`config.mk`:
```
export PLATFORM = sky130hd
export DESIGN_NAME = xrrg_mul
export DESIGN_NICKNAME = d
export VERILOG_FILES = /design/src/hdl/xoshiro_range_random_generator_unit_defines.svh /design/src/hdl/xrrg_pkg.sv /design/src/hdl/xrrg_mul.sv
export SDC_FILE = /design/constraint.sdc
export NUM_CORES = 2
export LEC_CHECK = 0
export CORE_MARGIN = 3
export CORE_UTILIZATION = 55
export CTS_CLUSTER_DIAMETER = 100
export CTS_CLUSTER_SIZE = 8
export DETAILED_ROUTE_END_ITERATION = 10
export DONT_BUFFER_PORTS = 1
export PLACE_DENSITY = 0.68
export SLEW_MARGIN = 20
export SYNTH_ARGS = -nofsm -noshare
export SYNTH_HDL_FRONTEND = slang
export SYNTH_SLANG_ARGS = --single-unit
```
`constraint.sdc`:
```
create_clock -name clk -period 10.7 [get_ports clk]
set_input_delay 1.07 -clock clk [delete_from_list [all_inputs] [get_ports clk]]
set_output_delay 1.07 -clock clk [all_outputs]
set_load 0.01 [all_outputs]
```
`src/hdl/xoshiro_range_random_generator_unit_defines.svh`:
```
// Assertion macros shared by the generator RTL.
// Self-contained; included by the modules that carry assertions.
`ifndef XOSHIRO_RANGE_RANDOM_GENERATOR_UNIT_DEFINES_SVH
`define XOSHIRO_RANGE_RANDOM_GENERATOR_UNIT_DEFINES_SVH

// Same-cycle implication, sampled on clk and switched off during reset.
`define XRRG_ASSERT_IMPL(label, ante, cons, msg) \
    label: assert property (@(posedge clk) disable iff (!rst_n) (ante) |-> (cons)) \
        else $error(msg);

// Next-cycle implication, sampled on clk and switched off during reset.
`define XRRG_ASSERT_NEXT(label, ante, cons, msg) \
    label: assert property (@(posedge clk) disable iff (!rst_n) (ante) |=> (cons)) \
        else $error(msg);

`endif

```
`src/hdl/xrrg_pkg.sv`:
```
// Shared types and constants for the xoshiro256** range generator.
// No dependencies; imported by every module of the block.
package xrrg_pkg;

    localparam int WORD_W = 64;
    localparam int HALF_W = WORD_W / 2;
    localparam int CNT_W  = $clog2(WORD_W + 1);

    typedef logic [WORD_W-1:0] word_t;
    typedef logic [HALF_W-1:0] half_t;
    typedef logic [1:0]        req_t;

    localparam req_t REQ_RESEED  = 2'd0;
    localparam req_t REQ_RAW     = 2'd1;
    localparam req_t REQ_UNIFORM = 2'd2;
    localparam req_t REQ_CHANCE  = 2'd3;

    localparam word_t GOLDEN_STEP   = 64'h9E37_79B9_7F4A_7C15;
    localparam word_t MIX_MUL_A     = 64'hBF58_476D_1CE4_E5B9;
    localparam word_t MIX_MUL_B     = 64'h94D0_49BB_1331_11EB;
    localparam word_t ZERO_SEED_SUB = 64'hA5A5_A5A5_DEAD_BEEF;

endpackage

```
`src/hdl/xrrg_mul.sv`:
```
// Multi-cycle 64 x 64 multiplier returning the low 64 bits of the product.
// Built around one 32 x 32 multiplier; depends on xrrg_pkg.
module xrrg_mul
    import xrrg_pkg::*;
(
    input  logic  clk,
    input  logic  rst_n,
    input  logic  start,
    input  word_t op_a,
    input  word_t op_b,
    output logic  done,
    output word_t product
);

    localparam logic [2:0] PH_LL  = 3'd0;
    localparam logic [2:0] PH_LH  = 3'd1;
    localparam logic [2:0] PH_HL  = 3'd2;
    localparam logic [2:0] PH_SUM = 3'd3;
    localparam logic [2:0] PH_OUT = 3'd4;

    word_t       a_reg;
    word_t       b_reg;
    word_t       part_reg;
    word_t       low_reg;
    half_t       cross_reg;
    word_t       product_reg;
    logic [2:0]  phase_reg;
    logic [2:0]  phase_next;
    logic        busy_reg;
    logic        busy_next;
    logic        done_reg;
    logic        done_next;
    half_t       mul_x;
    half_t       mul_y;
    word_t       part_calc;

    // Operand selection for the shared 32 x 32 multiplier.
    always_comb
    begin
        unique case (phase_reg)
            PH_LH:
            begin
                mul_x = a_reg[HALF_W-1:0];
                mul_y = b_reg[WORD_W-1:HALF_W];
            end
            PH_HL:
            begin
                mul_x = a_reg[WORD_W-1:HALF_W];
                mul_y = b_reg[HALF_W-1:0];
            end
            default:
            begin
                mul_x = a_reg[HALF_W-1:0];
                mul_y = b_reg[HALF_W-1:0];
            end
        endcase
    end

    assign part_calc = mul_x * mul_y;

    always_comb
    begin
        phase_next = phase_reg;
        busy_next  = busy_reg;
        done_next  = 1'b0;
        if (start)
        begin
            phase_next = PH_LL;
            busy_next  = 1'b1;
        end
        else if (busy_reg)
        begin
            if (phase_reg == PH_OUT)
            begin
                busy_next = 1'b0;
                done_next = 1'b1;
            end
            else
            begin
                phase_next = phase_reg + 3'd1;
            end
        end
    end

    always_ff @(posedge clk or negedge rst_n)
    begin
        if (!rst_n)
        begin
            phase_reg <= PH_LL;
            busy_reg  <= 1'b0;
            done_reg  <= 1'b0;
        end
        else
        begin
            phase_reg <= phase_next;
            busy_reg  <= busy_next;
            done_reg  <= done_next;
        end
    end

    always_ff @(posedge clk)
    begin
        if (start)
        begin
            a_reg <= op_a;
            b_reg <= op_b;
        end
        else if (busy_reg)
        begin
            unique case (phase_reg)
                PH_LL:
                begin
                    part_reg <= part_calc;
                end
                PH_LH:
                begin
                    low_reg  <= part_reg;
                    part_reg <= part_calc;
                end
                PH_HL:
                begin
                    cross_reg <= part_reg[HALF_W-1:0];
                    part_reg  <= part_calc;
                end
                PH_SUM:
                begin
                    cross_reg <= cross_reg + part_reg[HALF_W-1:0];
                end
                default:
                begin
                    product_reg <= low_reg + {cross_reg, {HALF_W{1'b0}}};
                end
            endcase
        end
    end

    assign done    = done_reg;
    assign product = product_reg;

endmodule

```
==> run summary <==
The source-to-sink clock delay at the later pin of the worst-skew pair came out at 620 ps. The fraction of final layout cells sized beyond drive strength 1 is 0.0650. The worst slack on hold paths came out at 152 ps. The floorplan die height came out at 301 um. The type of the worst setup path is reg2reg. The total number of yosys warnings came out at 0.

The buffers inserted during post-CTS setup optimization is 0. Buffers inserted to repair hold after CTS numbered 0. The largest net degree at the start of global routing is 134. After filler insertion, the fill cell instance count of the layout stands at 7233. After synthesis, the share of flip-flops with an asynchronous set or reset is 0.0140. The final number of setup-violating endpoints is 0. The post-synth net total came out at 6062.

Of all nets on the critical path, the largest fanout is 33. The share of the yosys chip area belonging to registers is 0.224. The number of synthesized flops with an enable pin is 352. The maximum single-stage delay on the critical path is 1010 ps.

The max-capacitance violation count came out at 0. The hold violation total from the final report came out at 0. The period utilization came out at 0.939. The number of nets at the end of the flow is 5996. The initial antenna violation count is 3. The highest clock rate came out at 99.5 MHz. The detailed-route vias per instance is 5.90.

The number of violations reported at the end of detailed-routing iteration 0 came out at 3317. The number of gates given a new drive strength after cts is 0. The worst path arrival time came out at 10430 ps. The per-cell routed wire length is 25.0 um.

The flow ran to the end, and the final reports show no timing, DRC or antenna violations. The worst max-slew margin expressed relative to the limit came out at 0.191. The count of clock tree sinks came out at 357. The via count of the first global-routing pass is 35700. Once layout is complete, the utilization of the core stands at 0.594. In this run, CTS created clock tree buffers numbering 51. Clock-pin slew was measured on the worst setup and hold paths at 50 ps. Clock tree synthesis selected as its root buffer the cell clkbuf_16. The sort of element at the start of the critical path is a flip-flop.

The most used flip-flop cell after synthesis is edfxtp_1. The number of pins with negative max-slew slack in the final report is 0. After synthesis the cells add up to 47800 um^2.

Detailed routing inserted a total of 34300 vias. The gate count after technology mapping came out at 4703. STA classifies the critical path endpoint as a flip-flop. The count of TritonRoute iterations in the first routing pass came out at 6. The number of I/O pins came out at 196.

The setup total negative slack came out at 0 ps. The largest clock skew in the final design came out at 37.2 ps. At the worst endpoint, the required time is 11080 ps. The initial standard-cell utilization of the core came out at 0.558. The number of H-tree branching levels came out at 2. The horizontal die dimension is 301 um. The transition at the pin with the smallest max-transition slack came out at 1190 ps. The wire length reported by the detailed router is 145000 um. The region available for standard cell placement spans 85700 um^2. Setup repair after global routing left no endpoint under its margin. Global routing finished with a remaining overflow of 0. For this run, design rule violations remaining after detail routing come to 0.

The post-synthesis area per instance is 10.2 um^2. The die outline area is 90500 um^2. The port buffer count is 0.

After legalization and detailed placement, the total HPWL measured 115000 um. The count of unique library cells instantiated by Yosys came out at 76. The detail route stage leaves a number of antenna-violating nets equal to 0. At the end of routability-driven placement, the weighted congestion stood at 1.04. The clock period could shrink to 10050 ps. Across every metal layer, demand over resource in global routing totals 0.326. The growth of design area from synthesis to finish came out at 6.44%. The cell with the biggest individual delay on the critical path is mux2i_2.

The row count came out at 107. TritonCTS built the clock tree. The count of state elements after synthesis is 357. Among the stages of the critical path, the cell type that occurs most often is fa_1. In this run the worst hold path is classified as in2async. The first global-routing pass estimated 217000 um of wire. The buffer levels on the longest clock path is 3.
stage by stage:
step	cell area (um^2)	std cells	setup WS [ps]
CTS	50900	5806	789
global placement	49400	5728	883
finish	50900	5808	650
floorplan	47800	4703	1990
global route	50900	5806	398
detailed placement	49400	5728	782
kinds of logic after synthesis:
kind of cell | share of synthesized area
XOR/XNOR | 0.0207
AO/OA/AOI/OAI | 0.0590
buffers and inverters | 0.0878
flip-flops | 0.224
multiplexers | 0.0341
adder cells (fa/ha/maj) | 0.462
AND/OR/NAND/NOR | 0.112
routing by layer:
metal  vias up  GRT usage  wire [um]
met4         2      0.188      10800
met5         -          0         17
met3       512     0.0963      17200
met1     17100      0.421      53800
met2      2124      0.492      63100
li1      14500          -          -
final timing paths:
kind	startpoint	depth (start not counted)	slack, ps	to
max	phase_reg[0]	26	650	part_reg[55]
min	rst_n	0	150	phase_reg[2]
max reg2reg	phase_reg[0]	26	650	part_reg[55]
min reg2reg	part_reg[55]	0	410	low_reg[55]
max in group asynchronous	rst_n	0	10460	done
min in group clk	part_reg[55]	0	410	low_reg[55]
Yosys cell counts, types with 8 or more instances:
library cell	count	share of area
and2_1	8	0.0010
nor2b_1	12	0.0016
clkbuf_1	186	0.015
ha_1	330	0.086
nand3_1	18	0.0019
inv_1	902	0.071
xor2_1	37	0.0068
mux2i_1	64	0.013
nor2_1	680	0.053
nand2_1	500	0.039
a21oi_1	126	0.013
a211oi_1	16	0.0025
mux2_2	88	0.021
fa_1	898	0.38
nand4_1	26	0.0034
buf_1	10	0.00079
a21o_1	79	0.012
xnor2_1	76	0.014
o21ai_0	62	0.0065
o21ai_1	10	0.0010
o21a_1	18	0.0028
edfxtp_1	352	0.22
nor3_1	17	0.0018
and3_1	9	0.0012
nand2b_1	11	0.0014
a31oi_1	12	0.0016
o21bai_1	26	0.0041
and4_1	9	0.0016
cell type report:
class | instances | area [um^2] | area share
multi-input combinational | 3239 | 33200 | 0.653
inverter | 902 | 3390 | 0.0665
sequential | 357 | 10700 | 0.210
tap | 1144 | 1430 | 0.0281
timing repair buffer | 86 | 671 | 0.0132
clock buffer | 73 | 1360 | 0.0267
clock inverter | 5 | 105 | 0.00207
antenna | 2 | 5.00 | 0.0000984
cells in the final DEF (no fill, tap or decap), drive strengths merged, types with 37 or more instances in the layout:
cell type and instances:
xor2 37, ha 330, mux2 88, a21o 79, nand2 500, xnor2 76
o21ai 74, mux2i 64, clkbuf 73, buf 86, edfxtp 352, inv 903
fa 898, nor2 681, a21oi 127
critical path: cells and delay by family, from the launching register on:
kind,cells,cell delay (ps)
simple gates,5,1440
fa+ha+maj,10,4760
flops,1,400
compound gates,4,1500
buf+inv,6,620
mux,1,1010
Power is left out: the tool's default activity adds up to more than one toggle a clock period on the data nets, which glitch-free logic cannot reach.
