File: config.mk
export PLATFORM = sky130hd
export DESIGN_NAME = xrrg_rem
export DESIGN_NICKNAME = d
export VERILOG_FILES = /design/src/hdl/xoshiro_range_random_generator_unit_defines.svh /design/src/hdl/xrrg_pkg.sv /design/src/hdl/xrrg_rem.sv
export SDC_FILE = /design/constraint.sdc
export NUM_CORES = 1
export LEC_CHECK = 0
export BUFFER_PORTS_ARGS = -buffer_cell sky130_fd_sc_hd__clkbuf_2
export CAP_MARGIN = 20
export CORE_AREA = 2 2 176 178
export DETAILED_ROUTE_END_ITERATION = 6
export DIE_AREA = 0 0 178 180
export PLACE_DENSITY = 0.68
export SLEW_MARGIN = 25
export SYNTH_ARGS = -nofsm -noshare
export SYNTH_HDL_FRONTEND = slang
export SYNTH_SLANG_ARGS = --single-unit
File: constraint.sdc
create_clock -name clk -period 4.87 [get_ports clk]
set_clock_uncertainty 0.2 [all_clocks]
set_input_delay 0.487 -clock clk [delete_from_list [all_inputs] [get_ports clk]]
set_output_delay 0.487 -clock clk [all_outputs]
set_load 0.01 [all_outputs]
File: src/hdl/xoshiro_range_random_generator_unit_defines.svh
// Assertion macros shared by the generator RTL.
// Self-contained; included by the modules that carry assertions.
`ifndef XOSHIRO_RANGE_RANDOM_GENERATOR_UNIT_DEFINES_SVH
`define XOSHIRO_RANGE_RANDOM_GENERATOR_UNIT_DEFINES_SVH

// Same-cycle implication, sampled on clk and switched off during reset.
`define XRRG_ASSERT_IMPL(label, ante, cons, msg) \
    label: assert property (@(posedge clk) disable iff (!rst_n) (ante) |-> (cons)) \
        else $error(msg);

// Next-cycle implication, sampled on clk and switched off during reset.
`define XRRG_ASSERT_NEXT(label, ante, cons, msg) \
    label: assert property (@(posedge clk) disable iff (!rst_n) (ante) |=> (cons)) \
        else $error(msg);

`endif

File: src/hdl/xrrg_pkg.sv
// Shared types and constants for the xoshiro256** range generator.
// No dependencies; imported by every module of the block.
package xrrg_pkg;

    localparam int WORD_W = 64;
    localparam int HALF_W = WORD_W / 2;
    localparam int CNT_W  = $clog2(WORD_W + 1);

    typedef logic [WORD_W-1:0] word_t;
    typedef logic [HALF_W-1:0] half_t;
    typedef logic [1:0]        req_t;

    localparam req_t REQ_RESEED  = 2'd0;
    localparam req_t REQ_RAW     = 2'd1;
    localparam req_t REQ_UNIFORM = 2'd2;
    localparam req_t REQ_CHANCE  = 2'd3;

    localparam word_t GOLDEN_STEP   = 64'h9E37_79B9_7F4A_7C15;
    localparam word_t MIX_MUL_A     = 64'hBF58_476D_1CE4_E5B9;
    localparam word_t MIX_MUL_B     = 64'h94D0_49BB_1331_11EB;
    localparam word_t ZERO_SEED_SUB = 64'hA5A5_A5A5_DEAD_BEEF;

endpackage

File: src/hdl/xrrg_rem.sv
// Bit-serial restoring remainder unit: one quotient bit per cycle.
// Gives dividend modulo a nonzero divisor; depends on xrrg_pkg.
module xrrg_rem
    import xrrg_pkg::*;
(
    input  logic  clk,
    input  logic  rst_n,
    input  logic  start,
    input  word_t dividend,
    input  word_t divisor,
    output logic  done,
    output word_t remainder
);

    word_t            dvd_reg;
    word_t            dsr_reg;
    word_t            rem_reg;
    logic [CNT_W-1:0] count_reg;
    logic [CNT_W-1:0] count_next;
    logic             busy_reg;
    logic             busy_next;
    logic             done_reg;
    logic             done_next;
    logic [WORD_W:0]  trial;
    logic [WORD_W:0]  diff;
    word_t            rem_step;

    // Shift in the next dividend bit and subtract the divisor when it fits.
    assign trial    = {rem_reg, dvd_reg[WORD_W-1]};
    assign diff     = trial - {1'b0, dsr_reg};
    assign rem_step = diff[WORD_W] ? trial[WORD_W-1:0] : diff[WORD_W-1:0];

    always_comb
    begin
        count_next = count_reg;
        busy_next  = busy_reg;
        done_next  = 1'b0;
        if (start)
        begin
            count_next = CNT_W'(WORD_W);
            busy_next  = 1'b1;
        end
        else if (busy_reg)
        begin
            count_next = count_reg - CNT_W'(1);
            if (count_reg == CNT_W'(1))
            begin
                busy_next = 1'b0;
                done_next = 1'b1;
            end
        end
    end

    always_ff @(posedge clk or negedge rst_n)
    begin
        if (!rst_n)
        begin
            count_reg <= '0;
            busy_reg  <= 1'b0;
            done_reg  <= 1'b0;
        end
        else
        begin
            count_reg <= count_next;
            busy_reg  <= busy_next;
            done_reg  <= done_next;
        end
    end

    always_ff @(posedge clk)
    begin
        if (start)
        begin
            dvd_reg <= dividend;
            dsr_reg <= divisor;
            rem_reg <= '0;
        end
        else if (busy_reg)
        begin
            dvd_reg <= {dvd_reg[WORD_W-2:0], 1'b0};
            rem_reg <= rem_step;
        end
    end

    assign done      = done_reg;
    assign remainder = rem_reg;

endmodule

==> results of run 1 <==
Yosys cell counts (17+ instances only):
cell type	number	area share, %
a21o_1	29	1.8
mux2i_1	17	1.4
edfxtp_1	128	32
xnor2_1	31	2.3
nor2_1	152	4.8
inv_1	92	2.9
dfxtp_1	64	11
nand4_1	25	1.3
o21ai_0	46	1.9
a21oi_1	120	5.0
a211oi_1	56	3.5
ha_1	66	6.9
nor3_1	21	0.88
clkbuf_1	49	1.5
nand2_1	74	2.3
mux2_2	63	5.9
xor2_1	31	2.3
kinds of logic (layout without fill, tap and decap cells):
kind of cell | Yosys count | count (layout) | share of synthesized area (%)
AO/OA/AOI/OAI | 342 | 342 | 18.4
AND/OR/NAND/NOR | 333 | 333 | 12.5
adder cells (fa/ha/maj) | 67 | 67 | 7.09
multiplexers | 80 | 80 | 7.37
buffers and inverters | 159 | 406 | 5.26
flip-flops | 201 | 201 | 44.8
XOR/XNOR | 62 | 62 | 4.55
metrics by stage:
step | std cells | hold slack, ns
floorplan | 1244 | -0.00859
global placement | 1778 | 0.159
detailed placement | 1778 | 0.160
CTS | 1887 | 0.0188
global route | 1887 | 0.0326
finish | 1887 | 0.0418
power groups by stage:
stage	clock network, mW	logic (mW)	registers, mW
global route	1.88	4.16	2.56
CTS	1.83	3.72	2.51
detailed placement	0	3.66	2.54
global placement	0	3.61	2.53
floorplan	0	2.71	2.56
finish	1.78	3.72	2.50
worst min-delay path by stage:
stage / startpoint / to / slack (ns) / cells past startpoint
2_1_floorplan: rst_n / busy_reg / -0.009 / 0
3_3_place_gp: rst_n / done / 0.16 / 1
3_5_place_dp: rst_n / done / 0.16 / 1
4_1_cts: dividend[51] / dvd_reg[51] / 0.02 / 2
5_1_grt: dividend[44] / dvd_reg[44] / 0.03 / 2
6_report: dividend[5] / dvd_reg[5] / 0.04 / 2
routing by layer:
layer  track usage [%]  vias to the layer above
li1                  -                     4949
met1              22.8                     4564
met2              29.3                      298
met3              5.12                       49
met4              5.57                        2
met5                 0                        -
final cells by class:
class	count	area (um^2)	area share, %
Multi-Input combinational cell	884	5970	40.7
Timing Repair Buffer	270	1720	11.7
Tap cell	396	495	3.38
Inverter	92	348	2.37
Clock buffer	32	651	4.44
Clock inverter	12	134	0.913
Sequential cell	201	5350	36.5
worst register-to-register path: cells and delay by family, from the launching register on:
family,cells,cell delay (ns)
AO/OA/AOI/OAI,8,2.20
adder cells (fa/ha/maj),2,0.63
buffers and inverters,2,0.55
flip-flops,1,0.34
AND/OR/NAND/NOR,2,0.33
==> results.md, run 1 <==
- Async S/R FF share, synth: 4.48%
- Int Power: 4.82 mW
- Crit end category: register
- Sw power: 3.18 mW
- Total gr overflow: 0
- Max incr delay on CP: 0.52 ns
- Port bufs: 195
- Met2 wire length: 13000 um
- WP buf/inv: 2
- Post-layout net count: 1671
- Placed cell areas: 13200 um^2
- Setup crit start: dvd_reg[63]
- Crit path max fanout: 49
- Root buffer cell: clkbuf_16
- Core area: 30200 um^2
- Hold-fix buffers, CTS: 65
- Syn Inst Count: 1244
- Leak: 6.44 nW
- Worst path slowest cell: o31ai_1
- Max Clk Rate: 229 MHz
- Die Ht: 180 um
- Class of the most critical setup path: reg -> reg
- Syn avg cell area: 9.59 um^2
- Post-cts resize count: 0
- Rel. slew slack: 39.6%
- WL met1: 12800 um
- Antenna-violating nets left: 0
- Reg-to-Reg End: remainder[21]
- Share of layout cells above drive strength 1: 21.1%
- Power Density: 546 nW/um^2
- Total power: 8.01 mW
- Diodes inserted: 0
- Arrival @ worst endpoint: 4.59 ns
- Final Cell Area: 14700 um^2
- Worst EP required: 5.10 ns
- DRT iter0 DRCs: 490
- Mapped cell area: 11900 um^2
- Combinational share of power: 46.5%
- CTS tree: yes
- EDFF count, synth: 128
- Antenna violations before repair: 1
- Fin worst setup slack: 0.503 ns
- Top FF cell, synth: edfxtp_1
- Largest net degree at the start of global routing: 89
- Vias in the first global route: 9776
- Drt wl/cell: 15.4 um
- Reg2reg start: dvd_reg[63]
- Clock sinks: 201
- Number of max-cap violations: 0
- Post-layout util: 48.6%
- Most frequent cells in the layout: 194 x clkbuf_2, 152 x nor2_1, 128 x edfxtp_1, 120 x a21oi_1, 91 x inv_1
- CP Cell Sequence: inv_1, ha_1, fa_1, nand2b_1, a21oi_1, nor4_1, o31ai_1, o21a_1, o21ai_2, a21o_1, a311oi_4, buf_4, a21oi_1, a211oi_1
- Final worst path period need: 4.37 ns
- FP Rows: 64
- Max layer used: met5
- Register-to-Register Path Depth: 14
- Initial Utilization: 39.5%
- Max rail drop VDD: 0.347 mV
- Num CTS Buffers: 24
- Status: finished clean
- Register area share after synthesis: 44.8%
- Clk pwr share: 22.2%
- Dpl ws: 0.609 ns
- All-layer global routing usage: 17.9%
- Area Overhead vs Synth: 22.9%
- Initial DRT Pass Iterations: 5
- Tightest Pin Transition: 0.907 ns
- Switch share: 39.8%
- Post-CTS Setup Repair Bufs: 0
- Via count: 9862
- Synth unique cells: 71
- CP Launch Type: register
- Io pins: 196
- Most frequent CP cell: a21oi_1
- Final hold vios: 0
- Sum Neg Setup Slack: 0 ns
- Min-delay worst type: in -> reg
- WP depth: 14
- Die Wd: 178 um
- Family with the most delay on the worst path: compound AO/OA/AOI/OAI gates
- Fillers: 2850
- Synth Register Bits: 201
- CP Capture Point: remainder[21]
- RSZ-0062 raised after global routing: no
- Clk slew on worst S/H paths: 0.06 ns
- Slew Limit Fails: 0
- Tcrit/Tclk final: 89.7%
- R2r setup slk: 0.50 ns
- Most common cell after layout, fill and taps aside: clkbuf_2
- Die area: 32000 um^2
- Met3 WL: 2300 um
- GP Congestion: 0.881
- Syn nets: 1442
- Synth warn: 0
- Hpwl dp: 21300 um
- Post-route DRC: 0
- Drt total wl: 29100 um
- Final setup viols: 0
- DR vias/cell: 5.23
- CTS H-tree depth: 1
- Clock insertion delay at the later pin of the skew report: 0.55 ns
- First-pass GRT wire length: 47600 um
- Clk buf depth: 3
- Sequential Power Share: 31.2%
No activity file was read; power rests on OpenSTA's default activity.
==> run 2: changes to the inputs <==
--- a/config.mk
+++ b/config.mk
@@ -7,10 +7,10 @@
 export LEC_CHECK = 0
 export BUFFER_PORTS_ARGS = -buffer_cell sky130_fd_sc_hd__clkbuf_2
 export CAP_MARGIN = 20
-export CORE_AREA = 2 2 176 178
+export CORE_AREA = 2 2 158 160
 export DETAILED_ROUTE_END_ITERATION = 6
-export DIE_AREA = 0 0 178 180
-export PLACE_DENSITY = 0.68
+export DIE_AREA = 0 0 160 162
+export PLACE_DENSITY = 0.8
 export SLEW_MARGIN = 25
 export SYNTH_ARGS = -nofsm -noshare
 export SYNTH_HDL_FRONTEND = slang
==> run 2 against run 1 <==
Effect of this change:
- cell area shrank 0.81%
- clock-buffer cell count grew 5
- combinational power about the same
- total power shrank 0.31%
- critical path depth is 1 lower
- hold slack improved by 0.014 ns
- via count rose by 2.7%
- global-route usage up 4.5 points
- highest routed layer is now met4
==> results.md, run 2 (synthesis results as in run 1) <==
- Port bufs: 195 (unchanged)
- Most frequent cells in the layout: 194 x clkbuf_2, 152 x nor2_1, 128 x edfxtp_1, 120 x a21oi_1, 91 x inv_1
- Post-route DRC: 0 (unchanged)
- Num CTS Buffers: 24 (unchanged)
- Antenna violations before repair: 0 (-1)
- Max rail drop VDD: 0.399 mV (+15%)
- Initial DRT Pass Iterations: 5 (unchanged)
- WP buf/inv: 1 (-1)
- Clock insertion delay at the later pin of the skew report: 0.53 ns (-0.02 ns)
- Worst path slowest cell: a2111oi_0
- Drt total wl: 29700 um (+1.9%)
- Power Density: 548 nW/um^2 (+0.50%)
- Vias in the first global route: 9753 (-0.24%)
- Tightest Pin Transition: 0.886 ns (-0.0203 ns)
- Initial Utilization: 49.5% (+10 points)
- Post-layout net count: 1671 (unchanged)
- CP Cell Sequence: inv_1, ha_1, nor2b_2, o2111ai_1, a2111oi_0, o2111ai_1, a2111oi_2, nor2_1, o221ai_1, a21oi_1, a211o_1, a311o_1, o41ai_1
- Core area: 24100 um^2 (-20%)
- Max Clk Rate: 236 MHz (+3.1%)
- Number of max-cap violations: 0 (unchanged)
- DRT iter0 DRCs: 770 (+57%)
- Max incr delay on CP: 0.57 ns (+0.05 ns)
- Largest net degree at the start of global routing: 72 (-19%)
- DR vias/cell: 5.58 (+6.8%)
- Hpwl dp: 20700 um (-2.5%)
- Class of the most critical setup path: reg -> reg
- Tcrit/Tclk final: 87.0% (-2.7 points)
- RSZ-0062 raised after global routing: no
- CTS tree: yes
- Rel. slew slack: 40.8% (+1.3 points)
- Int Power: 4.80 mW (-0.52%)
- Final setup viols: 0 (unchanged)
- Drt wl/cell: 16.3 um (+6.0%)
- Diodes inserted: 0 (unchanged)
- Area Overhead vs Synth: 21.9%
- Family with the most delay on the worst path: compound AO/OA/AOI/OAI gates
- Final Cell Area: 14600 um^2 (-0.81%)
- Arrival @ worst endpoint: 4.45 ns (-0.14 ns)
- Most frequent CP cell: o2111ai_1
- Post-CTS Setup Repair Bufs: 0 (unchanged)
- Sequential Power Share: 31.5% (+0.3 points)
- Die Ht: 162 um (-10%)
- First-pass GRT wire length: 48300 um (+1.4%)
- Die Wd: 160 um (-10%)
- Combinational share of power: 46.8% (+0.3 points)
- Sum Neg Setup Slack: 0 ns (unchanged)
- Most common cell after layout, fill and taps aside: clkbuf_2
- Root buffer cell: clkbuf_16
- FP Rows: 57 (-11%)
- Antenna-violating nets left: 0 (unchanged)
- Io pins: 196 (unchanged)
- CP Launch Type: register
- CTS H-tree depth: 1 (unchanged)
- Switch share: 39.9% (+0.13 points)
- Clk slew on worst S/H paths: 0.06 ns (about the same)
- Total gr overflow: 0 (unchanged)
- Placed cell areas: 13100 um^2 (-0.70%)
- Leak: 6.42 nW (-0.26%)
- Min-delay worst type: in -> reg
- Post-cts resize count: 0 (unchanged)
- Status: finished clean
- Sw power: 3.18 mW (about the same)
- Crit end category: register
- Share of layout cells above drive strength 1: 21.0% (-0.12 points)
- Final worst path period need: 4.23 ns (-0.132 ns)
- Slew Limit Fails: 0 (unchanged)
- Die area: 25900 um^2 (-19%)
- Crit path max fanout: 3 (-94%)
- All-layer global routing usage: 22.5% (+4.5 points)
- Final hold vios: 0 (unchanged)
- GP Congestion: 0.921 (+4.5%)
- Via count: 10125 (+2.7%)
- Clock sinks: 201 (unchanged)
- Clk pwr share: 21.7% (-0.5 points)
- Worst EP required: 5.09 ns (about the same)
- Clk buf depth: 3 (unchanged)
==> run 2: cell count changes in the layout (fill, tap and decap cells not counted) <==
cell       change
clkbuf_8       +2
clkbuf_1       +3
inv_4          -1
clkinv_16      -1
clkinv_8       +1
clkinv_1       -2
clkinv_2       -2
bufinv_16      -1
==> run 2: per-layer routing <==
metal	share of wire, %	global-route usage [%]	wire length (um)	vias to the layer above
li1	-	-	-	4965
met1	42	28.2	12500	4721
met2	47	37.9	13800	376
met3	7.9	5.85	2340	63
met4	3.1	7.37	929	0
met5	0	0	0	-
==> run 2: path summary, 6_finish.rpt <==
path / depth (start not counted) / to / startpoint / slack, ns
worst min register to register: 2 / remainder[60] / remainder[60] / 0.29
worst min-delay path: 2 / dvd_reg[0] / dividend[0] / 0.06
max in group asynchronous: 2 / busy_reg / rst_n / 4.07
min in group asynchronous: 2 / count_reg[6] / rst_n / 0.17
worst max register to register: 13 / remainder[63] / dsr_reg[1] / 0.64
worst max-delay path: 13 / remainder[63] / dsr_reg[1] / 0.64
==> run 2: final cells by class <==
class,count,area [um^2]
fill,1990,9560
multi-input combinational,884,5970
sequential,201,5350
timing repair buffer,270,1720
clock buffer,37,689
tap,324,405
inverter,92,347
clock inverter,6,67.6
==> run 2: per-stage QoR <==
stage	util [%]	worst slack [ns]	instances	total power, mW	hold slack, ns
2_1_floorplan	-	1.43	1244	5.27	-0.00859
3_3_place_gp	54.5	0.820	1706	6.09	0.156
3_5_place_dp	54.5	0.713	1706	6.18	0.163
4_1_cts	60.4	0.656	1814	8.00	0.0317
5_1_grt	60.4	0.178	1814	8.57	0.0374
6_report	60.4	0.635	1814	7.98	0.0562
==> run 2: timing repair <==
item	CTS	global route
endpoints found under the hold margin	73	0
setup endpoints to repair	0	0
hold buffers	65	0
==> run 2: power by group through the flow <==
| stage | registers (mW) | clock network (mW) | logic, mW |
|---|---|---|---|
| floorplan | 2.56 | 0 | 2.71 |
| global placement | 2.52 | 0 | 3.57 |
| detailed placement | 2.54 | 0 | 3.64 |
| CTS | 2.51 | 1.78 | 3.71 |
| global route | 2.57 | 1.84 | 4.16 |
| finish | 2.51 | 1.73 | 3.74 |
==> run 3: changes to the inputs <==
--- a/config.mk
+++ b/config.mk
@@ -5,12 +5,13 @@
 export SDC_FILE = /design/constraint.sdc
 export NUM_CORES = 1
 export LEC_CHECK = 0
+export ABC_AREA = 1
 export BUFFER_PORTS_ARGS = -buffer_cell sky130_fd_sc_hd__clkbuf_2
 export CAP_MARGIN = 20
-export CORE_AREA = 2 2 158 160
+export CORE_AREA = 2 2 174 176
 export DETAILED_ROUTE_END_ITERATION = 6
-export DIE_AREA = 0 0 160 162
-export PLACE_DENSITY = 0.8
+export DIE_AREA = 0 0 176 178
+export PLACE_DENSITY = 0.79
 export SLEW_MARGIN = 25
 export SYNTH_ARGS = -nofsm -noshare
 export SYNTH_HDL_FRONTEND = slang
==> run 3 against run 2 <==
Effect of this change:
- utilization fell by 1.0 points
- sequential power fell by 21%
- via count rose by 42%
- largest cell class unchanged
- critical path depth rose by 6
- clock-buffer cell count fell by 4
- wire length rose by 49%
- clock power rose by 3%
- maximum frequency rose by 27%
- critical endpoint is now remainder[5]
- combinational power fell by 85%
==> results.md, run 3 <==
- Placed Cells: 2841 (+67%)
- Syn nets: 2491 (+73%)
- Setup crit start: dvd_reg[63]
- Worst hold endpoint: dvd_reg[53]
- Synth Area in Compound Gates: 2.55% (-16 points)
- EDFF count, synth: 128 (unchanged)
- Number of max-cap violations: 0 (unchanged)
- Hold Startpoint: dividend[53]
- First-pass GRT wire length: 69400 um (+44%)
- Die area: 31300 um^2 (+21%)
- Post-cts resize count: 0 (unchanged)
- Class of the most critical setup path: reg -> reg
- Register-to-Register Path Depth: 19 (+6)
- Slew Limit Fails: 0 (unchanged)
- Rel. slew slack: 36.8% (-4.0 points)
- Final setup viols: 0 (unchanged)
- Worst EP required: 5.10 ns (about the same)
- CP Cell Sequence: inv_1, ha_1, fa_1, inv_1, nand2_1, nand2_1, nand3_1, nand2_2, nand2_1, nand2_2, nand2_2, nand2_2, nand2_4, nand2_4, nand2_4, nand2_4, nand2_1, nand3_1, nand2_1
- R2r setup slk: 1.54 ns (+0.90 ns)
- Io pins: 196 (unchanged)
- CP Launch Type: register
- Final worst path period need: 3.33 ns (-0.903 ns)
- Synth cell count leaders: 1071 x nand2_1, 497 x inv_1, 133 x nand3_1, 128 x edfxtp_1, 105 x nor2_1
- Reg-to-Reg End: remainder[5]
- Area Overhead vs Synth: 20.1%
- Syn Inst Count: 2293 (+84%)
- Die Wd: 176 um (+10%)
- DRT iter0 DRCs: 1161 (+51%)
- CTS H-tree depth: 1 (unchanged)
- Status: finished clean
- Async S/R FF share, synth: 4.48% (unchanged)
- Synth Area in Simple Gates: 38.4% (+26 points)
- RSZ-0062 raised after global routing: no
- Post-route DRC: 0 (unchanged)
- Via count: 14400 (+42%)
- Vias in the first global route: 13826 (+42%)
- Hpwl dp: 33400 um (+61%)
- Syn avg cell area: 6.34 um^2 (-34%)
- Arrival @ worst endpoint: 3.56 ns (-0.89 ns)
- Clk slew on worst S/H paths: 0.06 ns (about the same)
- Antenna violations before repair: 0 (unchanged)
- Final Non-Filler Cells: 2969 (+64%)
- Worst path slowest cell: nand2_4
- Most common cell in the netlist: nand2_1
- Crit end category: register
- Register area share after synthesis: 36.8% (-8.0 points)
- Worst hold slack: 0.0160 ns (-0.0402 ns)
- Post-synthesis mux area share: 0% (-7.4 points)
- Leak: 10.1 nW (+58%)
- Top FF cell, synth: edfxtp_1
- Cell taking the most area after synthesis: nand2_1
- Die Ht: 178 um (+9.9%)
- Most frequent cells in the layout: 1071 x nand2_1, 496 x inv_1, 194 x clkbuf_2, 133 x nand3_1, 128 x edfxtp_1
- Total gr overflow: 0 (unchanged)
- Final hold vios: 0 (unchanged)
- Placed cell areas: 15800 um^2 (+20%)
- Max incr delay on CP: 0.55 ns (-0.02 ns)
- Post-CTS Setup Repair Bufs: 0 (unchanged)
- Clock insertion delay at the later pin of the skew report: 0.54 ns (about the same)
- WP depth: 19 (+6)
- All-layer global routing usage: 27.9% (+5.5 points)
- Tcrit/Tclk final: 68.4% (-19 points)
- Diodes inserted: 0 (unchanged)
- Most common cell after layout, fill and taps aside: nand2_1
- Drt wl/cell: 14.8 um (-9.3%)
- Sum Neg Setup Slack: 0 ns (unchanged)
- Hold depth: 3 (+1)
- Initial DRT Pass Iterations: 6 (+1)
- Crit path max fanout: 57 (+54)
- Max rail drop VDD: 0.305 mV (-23%)
- Num CTS Buffers: 24 (unchanged)
- XOR/XNOR Fraction of Synth Area: 1.87% (-2.7 points)
- Share of layout cells above drive strength 1: 10.7% (-10 points)
- Port bufs: 195 (unchanged)
- Yosys top cell area share: 27.7% (-4.6 points)
- Initial Utilization: 49.4% (-0.071 points)
- WP buf/inv: 2 (+1)
- Synth top area cells: nand2_1 28%, edfxtp_1 26%, inv_1 13%
- Tightest Pin Transition: 0.947 ns (+0.0611 ns)
- Clock sinks: 201 (unchanged)
- Hold-fix buffers, CTS: 84 (+29%)
- Clk buf depth: 3 (unchanged)
- Antenna-violating nets left: 0 (unchanged)
- Min-delay worst type: in -> reg
- Most frequent CP cell: nand2_1
- Mapped cell area: 14500 um^2 (+22%)
- Max Clk Rate: 300 MHz (+27%)
- Final Cell Area: 17500 um^2 (+20%)
- Core area: 29400 um^2 (+22%)
- Synth Register Bits: 201 (unchanged)
- Largest net degree at the start of global routing: 71 (-1.4%)
- CTS tree: yes
- GP Congestion: 0.968 (+5.1%)
- Reg2reg start: dvd_reg[63]
- Root buffer cell: clkbuf_16
- Family with the most delay on the worst path: simple AND/OR/NAND/NOR gates
- Power Density: 248 nW/um^2 (-55%)
- FP Rows: 63 (+11%)
- Post-layout net count: 2759 (+65%)
- Drt total wl: 44000 um (+49%)
- Synth warn: 0 (unchanged)
- Synth unique cells: 35 (-51%)
- DR vias/cell: 4.85 (-13%)
- Adder-cell share of the synthesized area: 5.82% (-1.3 points)
- Main combinational cell family by area after synthesis: simple AND/OR/NAND/NOR gates
- Post-layout util: 59.4% (-1.0 points)
## run 3: final cells by class
cell class                 instances  area (um^2)
clock buffer                      33          664
clock inverter                    11          130
fill                            2743        12000
inverter                         502         1890
timing repair buffer             283         1850
tap                              390          488
multi-input combinational       1549         7080
sequential                       201         5350
## run 3: cell families after synthesis
family,Yosys count
flip-flops,201
buffers and inverters,543
AND/OR/NAND/NOR,1379
AO/OA/AOI/OAI,72
adder cells (fa/ha/maj),67
XOR/XNOR,31
## run 3: worst max-delay path by stage
stage / to / slack (ns)
final: remainder[5] / 1.54
after global routing: remainder[20] / 1.33
after CTS: remainder[27] / 1.59
after detailed placement: remainder[44] / 1.64
after global placement: remainder[53] / 1.76
after floorplan: dvd_reg[0] / 2.24
## run 3: through the flow
stage / worst slack [ns] / power [mW]
6_report: 1.54 / 4.32
5_1_grt: 1.33 / 4.49
4_1_cts: 1.59 / 4.34
3_5_place_dp: 1.64 / 2.50
3_3_place_gp: 1.76 / 2.48
2_1_floorplan: 2.24 / 2.32
## run 3: worst register-to-register path, cell delays in order (launching register included)
cell	delay, ns
edfxtp_1	0.33
inv_1	0.05
ha_1	0.21
fa_1	0.42
inv_1	0.12
nand2_1	0.06
nand2_1	0.06
nand3_1	0.08
nand2_2	0.13
nand2_1	0.08
nand2_2	0.11
nand2_2	0.06
nand2_2	0.09
nand2_4	0.08
nand2_4	0.08
nand2_4	0.08
nand2_4	0.56
nand2_1	0.17
nand3_1	0.17
nand2_1	0.07
## run 3: report_power, final
| group | switching [mW] | internal (mW) | leakage, nW | total, mW |
|---|---|---|---|---|
| combinational | 0.333 | 0.212 | 7.79 | 0.545 |
| sequential | 0.0417 | 1.94 | 1.95 | 1.98 |
| clock | 0.728 | 1.06 | 0.380 | 1.79 |
| total | 1.10 | 3.22 | 10.1 | 4.32 |
## run 3: metal layers
layer,vias up,global-route usage (%),share of wire [%]
li1,7378,-,-
met1,6500,35.6,43
met2,455,49.5,47
met3,67,4.05,6.5
met4,0,7.85,2.9
met5,-,0,0
